<file path="src/rbps_pkg.sv">
package rbps_pkg;

    // fixed coordinate width, Q16.16 by default
    localparam int COORD_W   = 32;
    localparam int NUM_AXES  = 3;
    localparam int CFG_IDX_W = 3;

    typedef logic signed [COORD_W-1:0] t_coord;

    // configuration register indexes
    typedef enum logic [CFG_IDX_W-1:0] {
        CFG_INV_DIR_X = 3'd0,
        CFG_INV_DIR_Y = 3'd1,
        CFG_INV_DIR_Z = 3'd2,
        CFG_ORIGIN_X  = 3'd3,
        CFG_ORIGIN_Y  = 3'd4,
        CFG_ORIGIN_Z  = 3'd5,
        CFG_T_MIN     = 3'd6,
        CFG_T_MAX     = 3'd7
    } t_cfg_idx;

    // largest and smallest representable distance
    localparam t_coord COORD_MAX = {1'b0, {(COORD_W-1){1'b1}}};
    localparam t_coord COORD_MIN = {1'b1, {(COORD_W-1){1'b0}}};

    // one box pair transaction
    typedef struct packed {
        t_coord box_a_min_x;
        t_coord box_a_min_y;
        t_coord box_a_min_z;
        t_coord box_a_max_x;
        t_coord box_a_max_y;
        t_coord box_a_max_z;
        t_coord box_b_min_x;
        t_coord box_b_min_y;
        t_coord box_b_min_z;
        t_coord box_b_max_x;
        t_coord box_b_max_y;
        t_coord box_b_max_z;
    } t_box_pair;

    // one result transaction
    typedef struct packed {
        logic   hit_a;
        logic   hit_b;
        t_coord near_a;
        t_coord near_b;
    } t_box_result;

endpackage

</file>
<file path="src/rbps_slab_mul.sv">
module rbps_slab_mul #(
    parameter int FRAC_BITS = 16
) (
    input  rbps_pkg::t_coord i_bound,
    input  rbps_pkg::t_coord i_origin,
    input  rbps_pkg::t_coord i_inv,
    output rbps_pkg::t_coord o_dist
);
    import rbps_pkg::*;

    localparam int DIFF_W = COORD_W + 1;
    localparam int PROD_W = DIFF_W + COORD_W;

    logic signed [DIFF_W-1:0]  diff;
    logic signed [PROD_W-1:0]  prod;
    logic signed [PROD_W-1:0]  shifted;
    logic [PROD_W-COORD_W:0]   top_bits;
    logic                      in_range;

    // exact difference, one bit wider than a coordinate
    assign diff = {i_bound[COORD_W-1], i_bound} - {i_origin[COORD_W-1], i_origin};

    // full signed product, floor shift back to the coordinate scale
    assign prod    = diff * i_inv;
    assign shifted = prod >>> FRAC_BITS;

    // saturate to the coordinate range
    assign top_bits = shifted[PROD_W-1:COORD_W-1];
    assign in_range = (&top_bits) | ~(|top_bits);

    always_comb begin
        if (in_range) begin
            o_dist = shifted[COORD_W-1:0];
        end else if (shifted[PROD_W-1]) begin
            o_dist = COORD_MIN;
        end else begin
            o_dist = COORD_MAX;
        end
    end

endmodule

</file>
<file path="config.mk">
export PLATFORM = sky130hd
export DESIGN_NAME = rbps_slab_mul
export DESIGN_NICKNAME = d
export VERILOG_FILES = /design/src/rbps_pkg.sv /design/src/rbps_slab_mul.sv
export SDC_FILE = /design/constraint.sdc
export NUM_CORES = 2
export LEC_CHECK = 0
export BUFFER_PORTS_ARGS = -buffer_cell sky130_fd_sc_hd__buf_4
export CELL_PAD_IN_SITES_DETAIL_PLACEMENT = 0
export CELL_PAD_IN_SITES_GLOBAL_PLACEMENT = 1
export CORE_ASPECT_RATIO = 0.6
export CORE_MARGIN = 8
export CORE_UTILIZATION = 38
export DETAILED_ROUTE_END_ITERATION = 10
export PLACE_DENSITY = 0.61
export RECOVER_POWER = 100
export SLEW_MARGIN = 5
export SYNTH_ARGS = -nofsm -noshare
export SYNTH_HDL_FRONTEND = slang
export SYNTH_SLANG_ARGS = --single-unit
</file>
<file path="constraint.sdc">
create_clock -name vclk -period 32
set_input_delay 6.4 -clock vclk [all_inputs]
set_output_delay 6.4 -clock vclk [all_outputs]
set_load 0.005 [all_outputs]
</file>
# Word level (Yosys, flattened, before mapping)

Index checks and enable logic that the tools add are counted.

$add $sub $neg: 1
Multiply operators: 1
Muxes and demuxes: 2
Bitwise operators: 2
Reductions and logical operators: 2

Operator list:

| operator                                       | count |
|---|---|
| 33-bit by 32-bit multiplier with 65-bit output | 1 |
| 32-bit two-way mux                             | 2 |
| 32-bit by 32-bit subtractor with 33-bit output | 1 |
| 18-bit AND reduction                           | 1 |
| 18-bit OR reduction                            | 1 |
| 1-bit inverter                                 | 1 |
| 1-bit bitwise OR                               | 1 |

Bits in registers: 0
Input port bits: 96
Word-level logic and storage cells: 8

# Depth between registers and ports, before layout

Word-level depth: 6
Depth in mapped cells: 44
Mapped depth without buffers: 41

# Worst setup path after synthesis

OpenSTA, ideal clock, no wires.

Kind: in2out
From: input i_origin[2]
To: output o_dist[10]
Arrival time: 16.819 ns
Data required time: 25.600 ns
Path slack: 8.781 ns
Cell stages on the path: 38
Buffers on the path: 3
Cells stage by stage: inv_1 -> ha_1 -> nor2b_1 -> o2111ai_1 -> a31o_1 -> a31oi_1 -> a221o_1 -> a41o_1 -> o211ai_1 -> a21oi_1 -> or2_1 -> o21ai_1 -> buf_2 -> nand2_1 -> fa_1 -> inv_1 -> fa_1 -> fa_1 -> [2 not listed] -> inv_1 -> fa_1 -> fa_1 -> fa_1 -> fa_1 -> ha_1 -> clkbuf_1 -> a21o_1 -> a21o_1 -> a221o_1 -> o41a_1 -> a41oi_1 -> o21bai_1 -> xnor2_1 -> nor3_1 -> a21boi_2 -> buf_6 -> a211oi_2

Cells in the longest elaborated chain, start to end: 6

Ends and longest elaborated chain:

| element                                            | line                | text |
|---|---|---|
| from (decl)                                        | rbps_slab_mul.sv:5  | `input rbps_pkg::t_coord i_origin,` |
| 32-bit by 32-bit subtractor with 33-bit output (*) | rbps_slab_mul.sv:21 | `assign diff = {i_bound[COORD_W-1], i_bound} - {i_origin[COORD_W-1], i_origin};` |
| 33-bit by 32-bit multiplier with 65-bit output (*) | rbps_slab_mul.sv:24 | `assign prod = diff * i_inv;` |
| 18-bit OR reduction                                | rbps_slab_mul.sv:29 | `assign in_range = (&top_bits) \| ~(\|top_bits);` |
| 1-bit inverter                                     | rbps_slab_mul.sv:29 |  |
| 1-bit bitwise OR                                   | rbps_slab_mul.sv:29 |  |
| 32-bit two-way mux (*)                             | rbps_slab_mul.sv:32 | `if (in_range) begin` |
| to (decl)                                          | rbps_slab_mul.sv:7  | `output rbps_pkg::t_coord o_dist` |

Mark *: on every way between the ends. The rest lies on a longest branch, timed or not.

# Worst setup path in the final report

From: input i_bound[0]
To: output o_dist[0]

Cells in the longest elaborated chain, start to end: 6

Ends and longest elaborated chain:

| element                                            | line                | text |
|---|---|---|
| from (decl)                                        | rbps_slab_mul.sv:4  | `input rbps_pkg::t_coord i_bound,` |
| 32-bit by 32-bit subtractor with 33-bit output (*) | rbps_slab_mul.sv:21 |  |
| 33-bit by 32-bit multiplier with 65-bit output (*) | rbps_slab_mul.sv:24 |  |
| 18-bit OR reduction                                | rbps_slab_mul.sv:29 |  |
| 1-bit inverter                                     | rbps_slab_mul.sv:29 |  |
| 1-bit bitwise OR                                   | rbps_slab_mul.sv:29 |  |
| 32-bit two-way mux (*)                             | rbps_slab_mul.sv:32 |  |

Marked as above.

==> PnR_summary.wiki <==
{| class="wikitable"
! Metric !! Value
|-
| Total wire length after detailed routing || about 130000 um
|-
| Library cell occupying the most area in the post-synthesis netlist || sky130_fd_sc_hd__fa_1
|-
| Detailed Routing Iterations Pass 1 || 5
|-
| Net count after synthesis || about 5900
|-
| RSZ-0062 raised after global routing || false
|-
| Wire length of the first global-routing pass || between 200000 and 250000 um
|-
| Total Die Area || about 0.12 sq mm
|-
| Area overhead of the layout relative to synthesis || 5.59%
|-
| Critical Path AT || 21130 ps
|-
| Min-Delay Path Class || input pin to primary output
|-
| DP Wirelength || 107000 um
|-
| Most common cell in the netlist || sky130_fd_sc_hd__inv_1
|-
| Die X-Extent || ~440 um
|-
| Fraction of final layout cells with drive strength greater than 1 || 0.0629
|-
| Biggest area contributors in the synthesized netlist || sky130_fd_sc_hd__fa_1 (55%), sky130_fd_sc_hd__inv_1 (11%), sky130_fd_sc_hd__and2_1 (6.8%)
|-
| NumNets Final || 5862
|-
| Post-Synthesis Cell Area || 0.0404 sq mm
|-
| Postcts setup bufs || 0
|-
| Filler instances || approximately 11000
|-
| Routed WL per cell || around 22 um
|-
| Total of buffers placed on input and output ports || 128
|-
| Number of warnings printed during yosys synthesis || 0
|-
| Cts-stage hold buffer count || 0
|-
| PostCTS Resize Cnt || 0
|-
| Post-DRT Antenna Nets || 0
|-
| Starting utilization of the core area || 0.384
|-
| Outcome || finished with violations
|-
| Final count of pins violating max slew || between 40 and 50
|-
| Minimum clock period || roughly 28000 ps
|-
| Worst Setup End Kind || primary output
|-
| I/O pin count || 128
|-
| Slowest-stage cell, CP || sky130_fd_sc_hd__clkbuf_1
|-
| Worst setup path category || input pin to primary output
|-
| Maximum clock frequency || 36.3 MHz
|-
| Count of cell types in the netlist || between 80 and 90
|-
| Overall track demand over capacity in global routing || 0.227
|-
| Top cells by count, synth || sky130_fd_sc_hd__inv_1 (1141), sky130_fd_sc_hd__fa_1 (1112), sky130_fd_sc_hd__nand2_1 (655), sky130_fd_sc_hd__and2_1 (437), sky130_fd_sc_hd__ha_1 (214)
|-
| Cell mode on critical path || sky130_fd_sc_hd__fa_1
|-
| Post-Synthesis Mean Instance Area || 8.95 sq um
|-
| Final hold viol count || 0
|-
| Number of global-route vias before repair || 31300
|-
| Placeable core region || roughly 0.11 sq mm
|-
| Post-route DRC violation count || 0
|-
| Number of placement rows || 92
|-
| Number of clock buffers in the layout || 0
|-
| Worst-Margin Slew || around 2300 ps
|-
| Final setup violation count || 0
|-
| Final worst-path cycle share || 0.860
|-
| GRT Residual Overflow || 0
|-
| Number of instances in the synthesized netlist || around 4500
|-
| Violations in the final reports || max-capacitance violations, max-slew violations
|-
| Vias per Instance || 5.00
|-
| Flip-flop and latch area || 0 sq um
|-
| Placer congestion estimate || about 0.9
|-
| Fin Setup TNS || 0 ps
|-
| Top cell type's share of synthesized area || 0.552
|-
| Req. time, crit path || 25600 ps
|-
| Max FO, Critical Path || between 40 and 50
|-
| Via count || approximately 30000
|-
| Seq cells || 0
|-
| Register area share after synthesis || 0
|-
| First-iteration detailed-routing DRC count || between 2000 and 2500
|-
| Maximum number of pins on one net before global-route repair || between 40 and 50
|-
| Type of origin of the critical path || input pin
|-
| Count of maximum capacitance violations || 1
|-
| Largest stage delay on the critical path || roughly 1700 ps
|-
| Initial antenna violation count || 2
|-
| Height of the chip || approximately 270 um
|-
| Worst rel slew slack || -0.529
|}
==> area by class of cell <==
type	count	area, sq um	area share
Inverter	1141	4280	0.101
Tap cell	1410	1760	0.0414
Multi-Input combinational cell	3130	35300	0.829
Timing Repair Buffer	167	1230	0.0290
Antenna cell	2	5.00	0.000117
==> routing by layer <==
metal | part of all wire | global-route usage | wire length [um]
met4 | 0.0029 | 0.00570 | 376
met5 | 0.00032 | 0.00322 | 42
met1 | 0.55 | 0.403 | 72100
met2 | 0.33 | 0.268 | 43500
met3 | 0.11 | 0.0671 | 14000
==> cells by family after synthesis <==
group	Yosys count	share of synthesized area
buffers and inverters	1380	0.130
AOI/OAI and AO/OA	329	0.0593
and+or+nand+nor	1386	0.173
muxes	4	0.00105
xor gates and xnor gates	85	0.0184
adders and majority gates	1326	0.618
==> path summary, 6_finish.rpt <==
| kind | startpoint | slack (ps) | cells after the start | to |
|---|---|---|---|---|
| min | i_inv[1] | 14740 | 8 | o_dist[4] |
| max | i_bound[0] | 4470 | 42 | o_dist[0] |
==> worst max-delay path: cells and delay by family <==
| family | cells | cell delay (ps) |
|---|---|---|
| XOR/XNOR | 1 | 130 |
| adder cells (fa/ha/maj) | 11 | 5520 |
| AO/OA/AOI/OAI | 16 | 4230 |
| buffers and inverters | 9 | 3700 |
| AND/OR/NAND/NOR | 5 | 1050 |
==> metrics by stage <==
step           cells  instance area [sq um]  worst slack [ps]  hold slack [ps]   util
6_report        5850                  42600              4470            14740  0.405
4_1_cts         5848                  42600              6010            14730  0.405
3_5_place_dp    5848                  42600              6050            14720  0.405
2_1_floorplan   4510                  40400              8780            13720      -
5_1_grt         5848                  42600              3570            14770  0.405
3_3_place_gp    5848                  42600              6260            14730  0.405
==> cells in the final DEF (no fill, tap or decap), types with 11 or more instances in the layout <==
| master | n |
|---|---|
| sky130_fd_sc_hd__fa_1 | 1112 |
| sky130_fd_sc_hd__nor2_1 | 73 |
| sky130_fd_sc_hd__ha_1 | 214 |
| sky130_fd_sc_hd__o21ai_0 | 45 |
| sky130_fd_sc_hd__inv_1 | 1141 |
| sky130_fd_sc_hd__xnor2_1 | 42 |
| sky130_fd_sc_hd__nor3_1 | 20 |
| sky130_fd_sc_hd__o21bai_1 | 12 |
| sky130_fd_sc_hd__a211oi_2 | 32 |
| sky130_fd_sc_hd__o21ai_1 | 12 |
| sky130_fd_sc_hd__nand2_1 | 654 |
| sky130_fd_sc_hd__nand3_1 | 22 |
| sky130_fd_sc_hd__nand2b_1 | 40 |
| sky130_fd_sc_hd__clkbuf_4 | 21 |
| sky130_fd_sc_hd__o21a_1 | 15 |
| sky130_fd_sc_hd__xor2_1 | 14 |
| sky130_fd_sc_hd__nor3_2 | 31 |
| sky130_fd_sc_hd__nor2b_1 | 43 |
| sky130_fd_sc_hd__a211oi_1 | 11 |
| sky130_fd_sc_hd__buf_4 | 141 |
| sky130_fd_sc_hd__nand4_1 | 19 |
| sky130_fd_sc_hd__xnor2_2 | 21 |
| sky130_fd_sc_hd__a21oi_1 | 80 |
| sky130_fd_sc_hd__and2_1 | 437 |
| sky130_fd_sc_hd__a21o_1 | 42 |
